==> config.mk <==
export PLATFORM = sky130hd
export DESIGN_NAME = heater_thermostat_with_safety_cutoffs
export DESIGN_NICKNAME = d
export VERILOG_FILES = /design/src/rtl/core/htsc_pkg.sv /design/src/rtl/core/heater_thermostat_with_safety_cutoffs.sv /design/src/rtl/core/htsc_step.sv
export VERILOG_INCLUDE_DIRS = /design/src /design/src/rtl/core
export SDC_FILE = /design/constraint.sdc
export NUM_CORES = 1
export LEC_CHECK = 0
export ABC_AREA = 1
export BUFFER_PORTS_ARGS = -buffer_cell sky130_fd_sc_hd__buf_2
export CAP_MARGIN = 20
export CORE_ASPECT_RATIO = 0.9
export CORE_MARGIN = 5
export CORE_UTILIZATION = 62
export CTS_CLUSTER_SIZE = 12
export DETAILED_ROUTE_END_ITERATION = 12
export PLACE_DENSITY = 0.81
export SLEW_MARGIN = 20
export SYNTH_ARGS = -nofsm -noshare
export SYNTH_HDL_FRONTEND = slang
export SYNTH_SLANG_ARGS = --single-unit
export TNS_END_PERCENT = 10
==> constraint.sdc <==
create_clock -name clk_i -period 3.9 [get_ports clk_i]
set_clock_uncertainty 0.1 [all_clocks]
set_input_delay 0.78 -clock clk_i [delete_from_list [all_inputs] [get_ports clk_i]]
set_output_delay 0.78 -clock clk_i [all_outputs]
set_load 0.1 [all_outputs]
==> src/rtl/core/heater_thermostat_with_safety_cutoffs_defines.svh <==
// Assertion macros shared by the thermostat RTL.
`ifndef HEATER_THERMOSTAT_WITH_SAFETY_CUTOFFS_DEFINES_SVH
`define HEATER_THERMOSTAT_WITH_SAFETY_CUTOFFS_DEFINES_SVH

`ifndef SYNTHESIS
// Property checked on every rising edge of clk_i, silenced while rst_ni is low.
`define HTSC_ASSERT(lbl, prop, msg) \
  lbl: assert property (@(posedge clk_i) disable iff (!rst_ni) prop) else $error(msg);
// Condition that must never be seen on a rising edge of clk_i.
`define HTSC_ASSERT_NEVER(lbl, cond, msg) \
  lbl: assert property (@(posedge clk_i) disable iff (!rst_ni) !(cond)) else $error(msg);
`else
`define HTSC_ASSERT(lbl, prop, msg)
`define HTSC_ASSERT_NEVER(lbl, cond, msg)
`endif

`endif

==> src/rtl/core/htsc_pkg.sv <==
// Types and constants shared by the thermostat core.
`default_nettype none

package htsc_pkg;

  localparam int unsigned TempW    = 12;
  localparam int unsigned TargetW  = 11;
  localparam int unsigned HystW    = 8;
  localparam int unsigned SessionW = 22;
  localparam int unsigned ConvW    = 16;
  localparam int unsigned CfgIdxW  = 3;
  localparam int unsigned CfgDataW = 22;

  // Configuration register indexes.
  localparam logic [CfgIdxW-1:0] CFG_TARGET_TEMP  = 3'd0;
  localparam logic [CfgIdxW-1:0] CFG_HYSTERESIS   = 3'd1;
  localparam logic [CfgIdxW-1:0] CFG_MAX_TEMP     = 3'd2;
  localparam logic [CfgIdxW-1:0] CFG_SESSION_LIM  = 3'd3;
  localparam logic [CfgIdxW-1:0] CFG_READ_INTVL   = 3'd4;
  localparam logic [CfgIdxW-1:0] CFG_CONV_WAIT    = 3'd5;

  // Configuration values after reset.
  localparam logic [TargetW-1:0]  RST_TARGET_TEMP = 11'd1120;
  localparam logic [HystW-1:0]    RST_HYSTERESIS  = 8'd32;
  localparam logic [TargetW-1:0]  RST_MAX_TEMP    = 11'd1760;
  localparam logic [SessionW-1:0] RST_SESSION_LIM = 22'd3600000;
  localparam logic [ConvW-1:0]    RST_READ_INTVL  = 16'd2000;
  localparam logic [ConvW-1:0]    RST_CONV_WAIT   = 16'd750;

  localparam logic signed [TempW-1:0] RST_LAST_TEMP  = 12'sd320;
  // A reading at or below this value means the probe is disconnected.
  localparam logic signed [TempW-1:0] SENTINEL_LIMIT = -12'sd2032;

  localparam logic [SessionW-1:0] SESSION_MAX = {SessionW{1'b1}};
  localparam logic [ConvW-1:0]    CONV_MAX    = {ConvW{1'b1}};

  // Item kinds carried on the input tuser bit.
  localparam logic REQ_TICK    = 1'b0;
  localparam logic REQ_COMMAND = 1'b1;

  localparam logic MODE_OFF  = 1'b0;
  localparam logic MODE_HEAT = 1'b1;

  typedef enum logic [1:0] {
    CAUSE_NONE     = 2'd0,
    CAUSE_SESSION  = 2'd1,
    CAUSE_FAULT    = 2'd2,
    CAUSE_OVERTEMP = 2'd3
  } cause_e;

  typedef struct packed {
    logic [TargetW-1:0]  target_temp;
    logic [HystW-1:0]    hysteresis_band;
    logic [TargetW-1:0]  max_temp;
    logic [SessionW-1:0] session_limit_ms;
    logic [ConvW-1:0]    read_interval_ms;
    logic [ConvW-1:0]    settle_delay_ms;
  } cfg_t;

  typedef struct packed {
    logic                    heater_active;
    logic                    heat_mode;
    logic                    fault_flag;
    logic                    conversion_pending;
    logic [SessionW-1:0]     session_timer;
    logic [ConvW-1:0]        conversion_timer;
    logic signed [TempW-1:0] last_temp;
  } state_t;

  typedef struct packed {
    logic                    heater_on;
    logic                    heat_mode;
    logic                    sensor_fault;
    logic                    start_conversion;
    logic                    sample_used;
    logic signed [TempW-1:0] current_temp;
    logic                    command_rejected;
    cause_e                  shutdown_cause;
  } result_t;

endpackage

`default_nettype wire

==> src/rtl/core/heater_thermostat_with_safety_cutoffs.sv <==
// Top level of the heater thermostat with hysteresis and safety cutoffs.
//
//   Channel   Direction  Ports                          Payload
//   s_*       in         s_tvalid_i/s_tready_o          tuser: req_type
//                        s_tdata_i[15:0], s_tuser_i     tdata: mode_request, sensor_temp
//   m_*       out        m_tvalid_o/m_tready_i          tdata: status of the block after
//                        m_tdata_o[23:0]                the beat, one result per input beat
//   cfg_*     in         cfg_we_i, cfg_idx_i,           six registers, write only
//                        cfg_data_i[21:0]
//
// Every input beat is worked out combinationally: the step logic sits between the
// state registers and a two-entry output buffer, so one beat can be accepted per cycle while
// s_tready_o is high, and its result is registered in the output or the skid register.
// The buffer is an output register backed by one skid register; s_tready_o is low only
// while the skid register is full, which happens when the master side stalls.
// Reset (rst_ni low, asynchronous) clears the thermostat state, empties the buffer and
// loads the documented default values into the configuration registers.

`default_nettype none
`include "heater_thermostat_with_safety_cutoffs_defines.svh"

module heater_thermostat_with_safety_cutoffs import htsc_pkg::*; (
  input  wire logic                clk_i,
  input  wire logic                rst_ni,

  input  wire logic                s_tvalid_i,
  output logic                     s_tready_o,
  // [0] mode_request, [12:1] sensor_temp, [15:13] zero
  input  wire logic [15:0]         s_tdata_i,
  // [0] req_type
  input  wire logic                s_tuser_i,

  output logic                     m_tvalid_o,
  input  wire logic                m_tready_i,
  // [0] heater_on, [1] heat_mode, [2] sensor_fault, [3] start_conversion,
  // [4] sample_used, [16:5] current_temp, [17] command_rejected,
  // [19:18] shutdown_cause, [23:20] zero
  output logic [23:0]              m_tdata_o,

  input  wire logic                cfg_we_i,
  input  wire logic [CfgIdxW-1:0]  cfg_idx_i,
  input  wire logic [CfgDataW-1:0] cfg_data_i
);

  cfg_t    cfg_q;
  state_t  state_q;
  state_t  state_d;
  result_t result_d;
  result_t out_q;
  result_t skid_q;
  logic    out_valid_q;
  logic    skid_valid_q;
  logic    push;
  logic    pop;

  // Configuration writes land directly in their register; unknown indexes are dropped.
  always_ff @(posedge clk_i or negedge rst_ni) begin
    if (!rst_ni) begin
      cfg_q.target_temp        <= RST_TARGET_TEMP;
      cfg_q.hysteresis_band    <= RST_HYSTERESIS;
      cfg_q.max_temp           <= RST_MAX_TEMP;
      cfg_q.session_limit_ms   <= RST_SESSION_LIM;
      cfg_q.read_interval_ms   <= RST_READ_INTVL;
      cfg_q.settle_delay_ms    <= RST_CONV_WAIT;
    end else if (cfg_we_i) begin
      unique case (cfg_idx_i)
        CFG_TARGET_TEMP: cfg_q.target_temp        <= cfg_data_i[TargetW-1:0];
        CFG_HYSTERESIS:  cfg_q.hysteresis_band    <= cfg_data_i[HystW-1:0];
        CFG_MAX_TEMP:    cfg_q.max_temp           <= cfg_data_i[TargetW-1:0];
        CFG_SESSION_LIM: cfg_q.session_limit_ms   <= cfg_data_i[SessionW-1:0];
        CFG_READ_INTVL:  cfg_q.read_interval_ms   <= cfg_data_i[ConvW-1:0];
        CFG_CONV_WAIT:   cfg_q.settle_delay_ms    <= cfg_data_i[ConvW-1:0];
        default: ;
      endcase
    end
  end

  // The step logic works on the current state and the beat on the slave side.
  htsc_step u_step (
    .cfg_i          (cfg_q),
    .state_i        (state_q),
    .req_type_i     (s_tuser_i),
    .mode_request_i (s_tdata_i[0]),
    .sensor_temp_i  ($signed(s_tdata_i[12:1])),
    .state_o        (state_d),
    .result_o       (result_d)
  );

  assign s_tready_o = !skid_valid_q;
  assign push       = s_tvalid_i && s_tready_o;
  assign pop        = out_valid_q && m_tready_i;

  // The thermostat state moves on only when a beat is accepted.
  always_ff @(posedge clk_i or negedge rst_ni) begin
    if (!rst_ni) begin
      state_q.heater_active      <= 1'b0;
      state_q.heat_mode          <= 1'b0;
      state_q.fault_flag         <= 1'b0;
      state_q.conversion_pending <= 1'b0;
      state_q.session_timer      <= '0;
      state_q.conversion_timer   <= '0;
      state_q.last_temp          <= RST_LAST_TEMP;
    end else if (push) begin
      state_q <= state_d;
    end
  end

  // Output register with a skid register behind it. When the output register frees up it
  // takes the skid entry first, so results leave in the order they were made.
  always_ff @(posedge clk_i or negedge rst_ni) begin
    if (!rst_ni) begin
      out_valid_q  <= 1'b0;
      skid_valid_q <= 1'b0;
    end else if (pop || !out_valid_q) begin
      if (skid_valid_q) begin
        out_valid_q  <= 1'b1;
        skid_valid_q <= 1'b0;
      end else begin
        out_valid_q  <= push;
      end
    end else if (push) begin
      skid_valid_q <= 1'b1;
    end
  end

  always_ff @(posedge clk_i) begin
    if (pop || !out_valid_q) begin
      if (skid_valid_q) begin
        out_q <= skid_q;
      end else if (push) begin
        out_q <= result_d;
      end
    end else if (push) begin
      skid_q <= result_d;
    end
  end

  assign m_tvalid_o = out_valid_q;
  assign m_tdata_o  = {4'b0000,
                       out_q.shutdown_cause,
                       out_q.command_rejected,
                       out_q.current_temp,
                       out_q.sample_used,
                       out_q.start_conversion,
                       out_q.sensor_fault,
                       out_q.heat_mode,
                       out_q.heater_on};

  // The heater is only ever driven while heat mode is selected.
  `HTSC_ASSERT_NEVER(a_heater_needs_mode, state_q.heater_active && !state_q.heat_mode,
                     "heater on outside heat mode")
  // A sensor fault and an energised heater exclude each other.
  `HTSC_ASSERT_NEVER(a_no_heat_on_fault, state_q.heater_active && state_q.fault_flag,
                     "heater on during sensor fault")
  // The skid register is only filled behind a full output register.
  `HTSC_ASSERT_NEVER(a_skid_order, skid_valid_q && !out_valid_q,
                     "skid entry without output entry")
  // A beat never both starts a conversion and consumes its sample.
  `HTSC_ASSERT_NEVER(a_start_or_use, push && result_d.start_conversion && result_d.sample_used,
                     "start and use on the same beat")
  // A stalled result stays in place.
  `HTSC_ASSERT(a_hold_on_stall, out_valid_q && !m_tready_i |=> out_valid_q && $stable(out_q),
               "result changed while stalled")

endmodule

`default_nettype wire

==> src/rtl/core/htsc_step.sv <==
// Next-state and result logic for one tick or one mode command.
`default_nettype none

module htsc_step import htsc_pkg::*; (
  input  cfg_t                    cfg_i,
  input  state_t                  state_i,
  input  logic                    req_type_i,
  input  logic                    mode_request_i,
  input  logic signed [TempW-1:0] sensor_temp_i,
  output state_t                  state_o,
  output result_t                 result_o
);

  state_t                  nx;
  logic                    start;
  logic                    used;
  logic                    rejected;
  cause_e                  cause;
  logic signed [TempW:0]   temp_x;
  logic signed [TempW:0]   max_x;
  logic signed [TempW:0]   target_x;
  logic signed [TempW:0]   low_x;

  assign temp_x   = {sensor_temp_i[TempW-1], sensor_temp_i};
  assign max_x    = $signed({2'b00, cfg_i.max_temp});
  assign target_x = $signed({2'b00, cfg_i.target_temp});
  assign low_x    = target_x - $signed({5'b00000, cfg_i.hysteresis_band});

  always_comb begin
    nx       = state_i;
    start    = 1'b0;
    used     = 1'b0;
    rejected = 1'b0;
    cause    = CAUSE_NONE;

    if (req_type_i == REQ_COMMAND) begin
      if (mode_request_i == MODE_HEAT) begin
        if (state_i.fault_flag) begin
          rejected = 1'b1;
        end else begin
          nx.heat_mode = 1'b1;
        end
      end else begin
        nx.heater_active = 1'b0;
        nx.heat_mode     = 1'b0;
      end
    end else begin
      // Session limit is checked before the sample, so a fault or overtemperature in a used sample wins the cause.
      if (nx.heater_active) begin
        if (nx.session_timer != SESSION_MAX) begin
          nx.session_timer = nx.session_timer + 1'b1;
        end
        if (nx.session_timer >= cfg_i.session_limit_ms) begin
          nx.heater_active = 1'b0;
          nx.heat_mode     = 1'b0;
          cause            = CAUSE_SESSION;
        end
      end

      if (nx.conversion_timer != CONV_MAX) begin
        nx.conversion_timer = nx.conversion_timer + 1'b1;
      end

      if (!nx.conversion_pending) begin
        if (nx.conversion_timer >= cfg_i.read_interval_ms) begin
          start                 = 1'b1;
          nx.conversion_pending = 1'b1;
          nx.conversion_timer   = '0;
        end
      end else if (nx.conversion_timer >= cfg_i.settle_delay_ms) begin
        nx.conversion_pending = 1'b0;
        used                  = 1'b1;
        if (sensor_temp_i <= SENTINEL_LIMIT) begin
          nx.heater_active = 1'b0;
          nx.heat_mode     = 1'b0;
          nx.fault_flag    = 1'b1;
          cause            = CAUSE_FAULT;
        end else begin
          nx.fault_flag = 1'b0;
          nx.last_temp  = sensor_temp_i;
          if (temp_x >= max_x) begin
            nx.heater_active = 1'b0;
            nx.heat_mode     = 1'b0;
            cause            = CAUSE_OVERTEMP;
          end else if (nx.heat_mode) begin
            if (!nx.heater_active && (temp_x < low_x)) begin
              nx.heater_active = 1'b1;
              nx.session_timer = '0;
            end else if (nx.heater_active && (temp_x >= target_x)) begin
              nx.heater_active = 1'b0;
            end
          end
        end
      end
    end
  end

  assign state_o = nx;

  assign result_o.heater_on        = nx.heater_active;
  assign result_o.heat_mode        = nx.heat_mode;
  assign result_o.sensor_fault     = nx.fault_flag;
  assign result_o.start_conversion = start;
  assign result_o.sample_used      = used;
  assign result_o.current_temp     = nx.last_temp;
  assign result_o.command_rejected = rejected;
  assign result_o.shutdown_cause   = cause;

endmodule

`default_nettype wire
==> results.txt, run 1 <==
The sort of element at the start of the critical path is a flip-flop. The area of the die came out at 20600 sq um. The number of inserted diodes came out at 0. The transition time at the pin with the least slew margin came out at 955 ps. Summing internal, switching and leakage power gives around 7.9 mW. In this run the number of H-tree levels came out at 4. Traced cell by cell, the critical path runs through inv_1 -> nor4_2 -> nand4_1 -> nor3_4 -> nand2_1 -> a21oi_2 -> inv_1 -> ha_1 -> nand2_1 -> inv_2 -> nand3_2 -> nor3_2 -> nand3_1 -> nand3_2 -> nand2_4 -> buf_4 -> inv_1 -> nand2_1 -> and3_1 -> nand2_1 -> nand2_1. TritonCTS built the clock tree.

In this run the power spent charging and discharging nets is 3.34 mW. The flip-flop and latch count after synthesis is 180. The synthesized instance count came out at roughly 1.4k. In this run the critical register-to-register path is launched from state_q[15]. For this block, the initial DRC count from the detailed router was just under 800. The final weighted congestion in routability-driven placement is 0.926. The starting density of the core is 0.630. The depth of the most critical reg-to-reg path came out at 21. The worst voltage drop across the vdd grid came out at 0.391 mV. Across every metal layer, demand over resource in global routing totals 0.244. The total standard cell area after synthesis came out at between 10000 and 15000 sq um.

The worst slack after detailed placement is -19.7 ps. The sequential fraction of the synthesis area came out at 0.429. The cell sitting at the root of the clock tree is a sky130_fd_sc_hd__clkbuf_16.

The routed layout has between 9k and 10k vias. The remaining global-route overflow came out at 0. The sequential share of power came out at 0.361. The run finished with clean final reports. The worst path arrival time came out at 3910 ps. The average footprint of a synthesized cell came out at ~8.2 sq um.

The proportion of total power due to net switching came out at 0.425. The number of global-route vias before repair is approximately 8.6k. The worst slew slack as a fraction of its limit came out at 0.362. Across the whole layout, storage elements account for 4750 sq um. The number of hold violations in the final report is 0. In this run, post-CTS hold repair placed 0 buffers.

The least setup slack across all paths after layout came out at 84.3 ps. The cell with the largest stage delay on the worst path is sky130_fd_sc_hd__dfrtp_1. The core region is roughly 18000 sq um.

The internal power is about 4.5 mW. The TritonCTS sink count came out at between 150 and 200. The global-route wire length before repair came out at 40400 um. The post-CTS clock slew at the launch and capture registers of the worst setup and hold paths came out at ~80 ps. The max-slew violation count was 0. The delay contributed by the slowest stage of the critical path came out at around 370 ps. Row generation in the floorplan step produced 46 rows.

Input and output buffers added on the ports amount to 65. For this run, the number of Yosys warnings is 0. In the final layout, the multi-input gates occupy roughly 5400 sq um. In this run the remaining antenna-violating nets after routing total 0. The maximum count of clock buffers along a single path is 2. The highest clock rate came out at between 200 and 300 MHz. The final cycle utilization of the critical path came out at 0.978. The async set-reset flop share out of synthesis came out at 0.778. The routed via count divided by cell count came out at between 5 and 6.

STA classifies the critical path endpoint as a flip-flop. The dominant register cell in the synthesized netlist is sky130_fd_sc_hd__dfrtp_1. Max-cap violations in this run came to 0.

Before antenna repair, the detailed router went through 5 iterations. The initial antenna violation count came out at 0. The number of distinct library cells after synthesis came out at between 50 and 60. Of the cells placed in the final design, the portion with a size suffix greater than 1 is 0.177.

The kind of cell adding the most delay to the critical path is simple AND/OR/NAND/NOR gates. The insertion delay to the later sink of the worst-skew pair is about 440 ps. The detail-routed net length per standard cell is 15.1 um. The worst setup path is of the reg -> reg kind.

The placed wire-length estimate came out at around 18000 um. Wires add up to roughly 25000 um. The number of clock buffers inserted by TritonCTS is 17.

The die boundary height came out at 137 um. The power per cell area came out at slightly above 600 nW/um^2. The end of the worst register-to-register path is m_tdata_o[18]. Along the worst path, the maximum fanout reaches 5. For the finished layout, the period the worst path requires is around 3800 ps.

The static leakage power came out at approximately 6.4 nW. The post-route non-filler standard cell count is approximately 1.7k. The number of I/O pins came out at 73. The critical path contains buffers and inverters numbering 5 combined. The cell that appears most often on the critical path is sky130_fd_sc_hd__nand2_1.

The clock group share of total power came out at 0.217. The number of enable-type register cells in the synthesized netlist is 40. The min-delay analysis places its worst path in the category in -> async. The number of nets in the final layout came out at 1580. Entering global routing, the biggest net connects between 90 and 100 pins. Setup repair after global routing could not meet its margin everywhere. The final cell utilization of the core came out at 0.721. The worst path required time came out at 3990 ps. Measured along the x axis, the die boundary spans approximately 150 um. Across all register-to-register paths, the minimum setup slack is 80 ps. The combinational power share came out at 0.421. The total of endpoints with negative setup slack in the final report came out at 0. For this run, design rule violations remaining after detail routing come to 0. The layout filler cell count came out at ~1.3k. From synthesis to final layout, the design area changed by 14.4%.

The placed cell count came out at 1640.
==> final cells by class <==
type                       count  area share
timing repair buffer         101      0.0542
tap                          240      0.0237
clock inverter                15      0.0142
clock buffer                  17      0.0336
multi-input combinational    897       0.428
inverter                     238      0.0715
sequential                   180       0.375
==> flip-flops by register name, indices dropped and copies added (netlist names) <==
name          count
m_tdata_o        20
skid_q           20
skid_valid_q      1
cfg_q            84
state_q          54
m_tvalid_o        1
==> repair_timing <==
item	4_1_cts	5_1_grt
setup buffers	0	13
hold endpoints to repair	0	0
cloned	0	2
endpoints found under the setup margin	16	74
resized for setup	4	48
pin swaps	0	14
==> placed cells by master (no fill, tap or decap), drive strengths merged, types with 19 or more instances in the layout <==
| cell | n |
|---|---|
| a21oi | 73 |
| nand3 | 43 |
| buf | 99 |
| inv | 242 |
| xor2 | 30 |
| o22ai | 29 |
| edfxtp | 40 |
| nand2 | 322 |
| o21ai | 164 |
| nor3 | 22 |
| ha | 97 |
| nor2 | 64 |
| dfrtp | 105 |
| clkbuf | 19 |
| dfstp | 35 |
==> power by group through the flow <==
stage	sequential [mW]	clock, mW	combinational [mW]
after floorplan	3.08	0	2.11
after global placement	2.82	0	2.96
after detailed placement	2.84	0	3.10
after CTS	2.81	1.74	3.14
after global routing	2.90	1.82	3.76
final	2.84	1.71	3.32
==> metrics by stage <==
step | TNS, ps | hold slack [ps] | instance area (sq um)
final | 0 | 279 | 12700
after global routing | -3430 | 355 | 12700
after CTS | -17.4 | 341 | 12300
after detailed placement | -19.7 | 372 | 11700
after global placement | 0 | 367 | 11700
after floorplan | 0 | 353 | 11100
==> worst max path at each step <==
stage,endpoint,depth (start not counted),slack [ps],from
2_1_floorplan,m_tdata_o[5],24,500,state_q[12]
3_3_place_gp,m_tdata_o[2],20,120,state_q[12]
3_5_place_dp,m_tdata_o[2],21,-20,state_q[12]
4_1_cts,m_tdata_o[2],21,-20,state_q[12]
5_1_grt,m_tdata_o[18],21,-160,state_q[15]
6_report,m_tdata_o[18],21,80,state_q[15]
==> Yosys cell counts (all sizes together), types with 2 or more instances <==
cell type	number	share of area
nand2	322	0.11
inv	236	0.080
o21ai	164	0.079
dfrtp	105	0.24
ha	97	0.11
a21oi	73	0.034
nor2	64	0.024
nand3	43	0.021
edfxtp	40	0.11
dfstp	35	0.083
xor2	30	0.024
o22ai	29	0.017
clkbuf	28	0.0095
nor3	22	0.014
buf	16	0.011
nand4	16	0.010
nor4	6	0.0067
o21a	5	0.0034
o21bai	3	0.0020
a21boi	2	0.0017
a21o	2	0.0014
and2	2	0.0011
clkinv	2	0.00068
o221ai	2	0.0016
xnor2	2	0.0016
==> layer usage <==
metal	part of all wire	vias to the layer above	track usage
met2	0.46	346	0.381
met1	0.45	4340	0.353
li1	-	4581	-
met3	0.067	68	0.0417
met5	0	-	0
met4	0.028	0	0.0725
==> cell families after synthesis <==
logic type / synth area share
simple gates: 0.190
compound gates: 0.142
buf+inv: 0.101
flops: 0.429
fa+ha+maj: 0.112
xor+xnor: 0.0253
other cells: 0.000339
(Power assumes the default switching activity.)
==> run 2: changes to the inputs <==
Settings changed: CORE_UTILIZATION 62 to 56, PLACE_DENSITY 0.81 to 0.78.
Clock period 3.9 ns to 3.15 ns, I/O delays scaled along.
==> results.txt, run 2 (synthesized netlist as in run 1, its figures left out) <==
TritonCTS built the clock tree. The final cell utilization of the core came out at 0.744 (+0.0232). The number of I/O pins came to 73 (unchanged). The share of post-route cells with drive strength above 1 is 0.297 (+0.120). The post-synthesis to final-layout area growth came out at 29.7%. The number of global-route vias before repair is 10.2k (+19%).

The max-slew violation count came out at 0 (unchanged). The detailed-route via count came out at 10.5k (+12%). Traced cell by cell, the critical path runs through inv_2 -> nor4_4 -> nand4_1 -> nor3_2 -> buf_4 -> xor2_2 -> nor2_2 -> inv_2 -> ha_4 -> nand3_4 -> nor3_4 -> nand2_1 -> nand3_4 -> nand2_4 -> nor2_4 -> nand2_4 -> buf_12 -> buf_12 -> inv_12 -> nand2_2 -> o21ai_4 -> inv_1. The global-route usage over all layers is 0.269 (+0.0249). STA classifies the critical path startpoint as a flip-flop. The worst slack after detailed placement is -637 ps (-617 ps). The worst path required time came out at 3250 ps (-740 ps). The delay contributed by the slowest stage of the critical path came out at 440 ps (+70 ps). The die boundary height was 143 um (+4.8%). The number of design-rule violations left by the first detailed-router iteration is 1004 (+27%). The power per cell area came out at 806 nW/um^2 (+30%). The remaining global-route overflow is 0 (unchanged). The transition time at the pin with the least slew margin came out at 1060 ps (+105 ps). The area of the die is 22700 sq um (+9.9%). The static leakage power is 7.26 nW (+14%). The number of rows created at floorplan came out at 48 (+4.3%). The element type at the critical path end is a flip-flop.

The count of antenna-violating nets left after detailed routing is 0 (unchanged). By startpoint and endpoint, the worst setup path is classified as reg -> reg. The horizontal die dimension is 158 um (+4.9%). The number of flip-flops in the largest register came out at 84 (unchanged). In the final layout, the registers with the most flip-flops are cfg_q: 84 flops, state_q: 54 flops. The post-CTS clock slew at the launch and capture registers of the worst setup and hold paths came out at 80 ps (about the same). The largest individual stage delay along the critical path comes from the cell sky130_fd_sc_hd__dfrtp_1. The register with the most flip-flops is cfg_q. The maximum level of the CTS H-tree came out at 4 (unchanged). The library cells used most frequently in the layout, excluding fill and tap cells, are sky130_fd_sc_hd__nand2_1 (291), sky130_fd_sc_hd__inv_1 (217), sky130_fd_sc_hd__buf_4 (167).

The largest net degree at the start of global routing came out at 58 (-37%). The number of clock buffers inserted by TritonCTS is 17 (unchanged). The area of the core region is 19300 sq um (+9.8%). The run finished, with violations left. The least setup slack across all paths after layout is -667 ps (-752 ps). The number of nets in the final layout is 1734 (+9.7%).

The combined buffer and inverter count along the critical path came out at 7 (+2). The minimum clock period after layout was 3820 ps (+1.62 ps). The total of endpoints with negative setup slack in the final report is 92 (+92). The highest clock rate is 262 MHz (about the same).

The number of inserted diodes came out at 0 (unchanged). The worst voltage drop across the vdd grid came to 0.484 mV (+24%). The proportion of total power due to net switching is 0.429 (+0.00407). The post-route non-filler standard cell count came out at 1852 (+9.7%). The TritonCTS sink count was 180 (unchanged). The quantity of I/O buffers inserted on ports came out at 65 (unchanged). The internal power is 6.61 mW (+46%).

The sum of negative setup slack is -42870 ps (-42870 ps). The root buffer cell chosen for the clock tree is sky130_fd_sc_hd__clkbuf_16. The clock group share of total power came out at 0.190 (-0.027). The worst slew slack as a fraction of its limit is 0.293 (-0.0693).

The insertion delay to the later sink of the worst-skew pair came out at 450 ps (about the same). The final standard cell area without fillers came out at 14400 sq um (+13%). The number of hold violations in the final report is 0 (unchanged). The placed wire-length estimate came out at 19700 um (+11%). The final cycle utilization of the critical path came out at 1.21 (+0.233). The placed cell count is 1788 (+9.0%). The number of maximum-capacitance violations came to 0 (unchanged). The final hold slack is 24.0 ps (-255 ps). The worst path arrival time was 3920 ps (about the same). The path class of the tightest hold or removal check is in -> async.

Setup repair after global routing could not meet its margin everywhere. The starting density of the core came out at 0.574 (-0.0564). The global-route wire length before repair came out at 48800 um (+21%). The final weighted congestion in routability-driven placement is 0.923 (-0.28%).

The placed instance area came to 12800 sq um (+9.6%). The maximum count of clock buffers along a single path came out at 2 (unchanged). The library cell used most frequently in the layout, excluding fill and tap cells, is sky130_fd_sc_hd__nand2_1. The initial antenna violation count is 0 (unchanged). The detailed-route DRC error count is 0 (unchanged). The sequential share of power is 0.305 (-0.056). The post-layout total power is 11.6 mW (+47%). The checks that failed: setup timing. The largest fanout on the critical path came out at 6 (+1). The detail-routed net length per standard cell came to 17.3 um (+15%). The combinational power share is 0.506 (+0.085).

The first-pass iteration count of the detailed router is 7 (+2). Grouping stages by cell kind, the critical path spends the most delay in simple AND/OR/NAND/NOR gates. The final routed wirelength across all metal layers is 32000 um (+26%). The routed via count divided by cell count is 5.67 (+2.5%). The switching component of the power came out at 4.96 mW (+48%).
==> run 2: changes by cell type in the layout (fill, tap and decap cells not counted), moves of 12 or more <==
cell                      before  now
sky130_fd_sc_hd__nand2_1     314  291
sky130_fd_sc_hd__nand2_2       5   17
sky130_fd_sc_hd__buf_4        30  167
sky130_fd_sc_hd__buf_6         2   16
sky130_fd_sc_hd__o21ai_4       0   13
==> run 2: metal layers <==
metal | vias up | global-route usage | wire [um] | share of wire
met5 | - | 0 | 0 | 0
met4 | 0 | 0.0911 | 1310 | 0.041
met3 | 136 | 0.0485 | 2520 | 0.079
met2 | 519 | 0.449 | 15100 | 0.47
met1 | 4966 | 0.356 | 13100 | 0.41
li1 | 4875 | - | - | -
==> run 2: final timing paths <==
kind	startpoint	to	slack, ps	cells after the start
setup reg to reg	state_q[22]	skid_q[3]	-670	22
max in group asynchronous	rst_ni	cfg_q[60]	2030	2
hold reg to reg	cfg_q[53]	cfg_q[53]	390	2
setup / recovery	state_q[22]	skid_q[3]	-670	22
hold / removal	rst_ni	cfg_q[73]	20	1
min in group clk_i	cfg_data_i[21]	cfg_q[53]	310	3
==> run 2: layout make-up <==
cell class                 count  area [sq um]
inverter                     238           906
timing repair buffer         253          1870
multi-input combinational    897          5870
clock buffer                  17           425
timing repair inverter         2          31.3
sequential                   180          4750
tap                          250           313
fill                        1227          4930
clock inverter                15           180
==> run 2: what timing repair did <==
| item | CTS | global route |
|---|---|---|
| gates resized for setup | 99 | 65 |
| setup endpoints to repair | 92 | 92 |
| setup buffers | 19 | 12 |
| hold buffers | 0 | 0 |
| pin swaps | 25 | 43 |
| gates cloned | 2 | 0 |
==> run 2: power groups by stage <==
stage          logic, mW  registers [mW]  clock network, mW
2_1_floorplan       2.65            3.83                  0
5_1_grt             6.37            3.58               2.29
6_report            5.85            3.53               2.19
4_1_cts             5.27            3.47               2.18
3_3_place_gp        4.52            3.45                  0
3_5_place_dp        4.75            3.48                  0
==> run 3: changes to the inputs <==
==> constraint.sdc (replaced) <==
create_clock -name clk_i -period 3.15 [get_ports clk_i]
set_clock_uncertainty 0.1 [all_clocks]
set_input_delay 0 -clock clk_i [delete_from_list [all_inputs] [get_ports clk_i]]
set_output_delay 0 -clock clk_i [all_outputs]
set_load 0.1 [all_outputs]
==> results.txt, run 3 (synthesized netlist as in run 1, its figures left out) <==
The run finished, with violations left. The final reports fail on setup timing. The number of stages on the worst hold path is 5. The final routed wirelength across all metal layers came out at 29500 um (-7.7%). The post-CTS clock slew at the launch and capture registers of the worst setup and hold paths is 80 ps (about the same). The remaining global-route overflow came out at 0 (unchanged). The number of rows created at floorplan is 48 (unchanged). The number of hold violations in the final report is 0 (unchanged).

The critical path goes through inv_1 -> ha_2 -> inv_2 -> fa_2 -> nand3_2 -> nand2_2 -> a21oi_2 -> o21bai_1 -> a21oi_2 -> o21ai_2 -> nor3_2 -> xor2_1 -> ha_1 -> nand4_1 -> a21oi_2 -> nor2_2 -> nand2_1 -> a21oi_2 -> nand3_2 -> nor3_4 -> buf_12 -> buf_12 -> o22ai_1. The horizontal die dimension came out at 158 um (unchanged). The worst slew slack as a fraction of its limit came out at 0.330 (+0.0375). The routed via count divided by cell count came to 5.44 (-4.0%). The number of clock buffers inserted by TritonCTS is 17 (unchanged). In the final layout, the registers with the most flip-flops are cfg_q: 84 flops, state_q: 54 flops. The number of nets in the final layout is 1747 (+0.75%).

The detailed-route via count came out at 10.2k (-3.2%). The quantity of I/O buffers inserted on ports came out at 65 (unchanged). The starting density of the core came out at 0.574 (unchanged).

The placed wire-length estimate is 19800 um (+0.40%). The clock tree from TritonCTS is built. In this run the clock root is driven by a sky130_fd_sc_hd__clkbuf_16. Leaving out fill and tap cells, the most frequent cell in the layout is sky130_fd_sc_hd__nand2_1. The maximum level of the CTS H-tree is 4 (unchanged). The highest clock rate came out at 271 MHz (+3.5%).

STA classifies the critical path endpoint as a flip-flop. The detailed-route DRC error count was 0 (unchanged). Setup repair after global routing could not meet its margin everywhere.

The final weighted congestion in routability-driven placement was 0.883 (-4.3%). The total of endpoints with negative setup slack in the final report came to 90 (-2.2%). The power per cell area came out at 765 nW/um^2 (-5.1%). The transition time at the pin with the least slew margin came out at 1000 ps (-55.1 ps). The minimum clock period after layout came out at 3690 ps (-129 ps). The initial antenna violation count was 0 (unchanged). The number of maximum-capacitance violations came out at 0 (unchanged). The depth of the most critical reg-to-reg path is 23 (+4.5%).

The static leakage power is 7.16 nW (-1.5%). The max-slew violation count is 0 (unchanged). The delay contributed by the slowest stage of the critical path came out at 380 ps (-60 ps). The number of I/O pins came out at 73 (unchanged). The global-route usage over all layers came to 0.265 (-0.00411). The die boundary height is 143 um (unchanged). The cell occurring most often along the worst timing path is sky130_fd_sc_hd__a21oi_2. The count of antenna-violating nets left after detailed routing came out at 0 (unchanged). The number of design-rule violations left by the first detailed-router iteration was 817 (-19%). The largest net degree at the start of global routing came out at 107 (+84%).

The insertion delay to the later sink of the worst-skew pair was 450 ps (about the same). The area of the core region was 19300 sq um (unchanged). The number of flip-flops in the largest register came out at 84 (unchanged). The TritonCTS sink count came to 180 (unchanged). The number of global-route vias before repair came out at 10.1k (-0.36%).

The area of the die was 22700 sq um (unchanged). The final hold slack is 47.8 ps (+23.8 ps). The cell with the largest stage delay on the worst path is sky130_fd_sc_hd__dfrtp_1.

The register with the most flip-flops is cfg_q. The least setup slack across all paths after layout is -538 ps (+129 ps). The global-route wire length before repair came out at 48300 um (-1.1%). The maximum count of clock buffers along a single path is 2 (unchanged). The worst path required time is 3350 ps (+100 ps). The detail-routed net length per standard cell is 15.8 um (-8.5%). The sort of element at the start of the critical path is a flip-flop.

The share of post-route cells with drive strength above 1 came out at 0.255 (-0.0420). The worst setup path is of the reg -> reg kind. The path class of the tightest hold or removal check is in -> reg. The worst voltage drop across the vdd grid came out at 0.519 mV (+7.2%). The largest fanout on the critical path was 6 (unchanged). The worst path arrival time is 3890 ps (-30 ps). The post-synthesis to final-layout area growth is 28.2%.

The first-pass iteration count of the detailed router was 5 (-2). The final cell utilization of the core is 0.736 (-0.00896). In the layout the commonest cells are sky130_fd_sc_hd__nand2_1 (299), sky130_fd_sc_hd__inv_1 (224), sky130_fd_sc_hd__buf_4 (152). The final cycle utilization of the critical path was 1.17 (-0.0410).
[run 3: layout make-up]
class | count | area [sq um]
multi-input cells | 897 | 5540
inverters | 238 | 906
clock inverters | 15 | 180
fillers | 1308 | 5100
diodes | 2 | 5.00
well taps | 250 | 313
flip-flops and latches | 180 | 4750
repair buffers | 268 | 2060
clock buffers | 17 | 425
[run 3: worst paths after layout]
kind	start	to	slack (ps)
max in group asynchronous	rst_ni	cfg_q[41]	1940
worst max-delay path	cfg_q[73]	state_q[28]	-540
worst max register to register	cfg_q[73]	state_q[28]	-540
worst min register to register	state_q[8]	state_q[8]	390
worst min-delay path	s_tdata_i[12]	skid_q[14]	50
min in group asynchronous	rst_ni	cfg_q[66]	160
[run 3: timing repair]
item	in CTS	in global routing
gates cloned	2	0
resized for setup	58	22
pin swaps	11	7
endpoints found under the hold margin	189	0
hold buffers	40	0
setup endpoints to repair	92	92
setup buffers	3	2
[run 3: worst max-delay path: cells and delay by family (launching register included)]
| family | cells | cell delay (ps) |
|---|---|---|
| AOI/OAI and AO/OA | 7 | 750 |
| xor gates and xnor gates | 1 | 170 |
| adders and majority gates | 3 | 760 |
| buffers and inverters | 4 | 370 |
| DFF | 1 | 380 |
| and+or+nand+nor | 8 | 1000 |
[run 3: per-stage QoR]
| step | setup TNS, ps | instance area, sq um | power [mW] | setup WS [ps] | instances |
|---|---|---|---|---|---|
| 2_1_floorplan | -8890 | 11100 | 6.48 | -214 | 1359 |
| 3_3_place_gp | -26290 | 12800 | 7.98 | -407 | 1786 |
| 3_5_place_dp | -40750 | 12800 | 8.22 | -642 | 1786 |
| 4_1_cts | -25780 | 14100 | 10.7 | -600 | 1863 |
| 5_1_grt | -46660 | 14200 | 11.6 | -769 | 1865 |
| 6_report | -27190 | 14200 | 10.8 | -538 | 1867 |
[run 3: metal layers]
layer	routed length, um	track usage	up-vias	share of wire
met5	0	0	-	0
met4	758	0.0911	0	0.026
met3	1810	0.0431	76	0.061
met2	14200	0.443	371	0.48
met1	12700	0.353	4804	0.43
li1	-	-	4910	-
[run 3: power breakdown]
| part | leakage, nW | internal, mW | total, mW | switching (mW) |
|---|---|---|---|---|
| Sequential | 2.10 | 3.09 | 3.49 | 0.398 |
| Combinational | 4.76 | 2.17 | 5.19 | 3.02 |
| Clock | 0.292 | 1.08 | 2.17 | 1.09 |
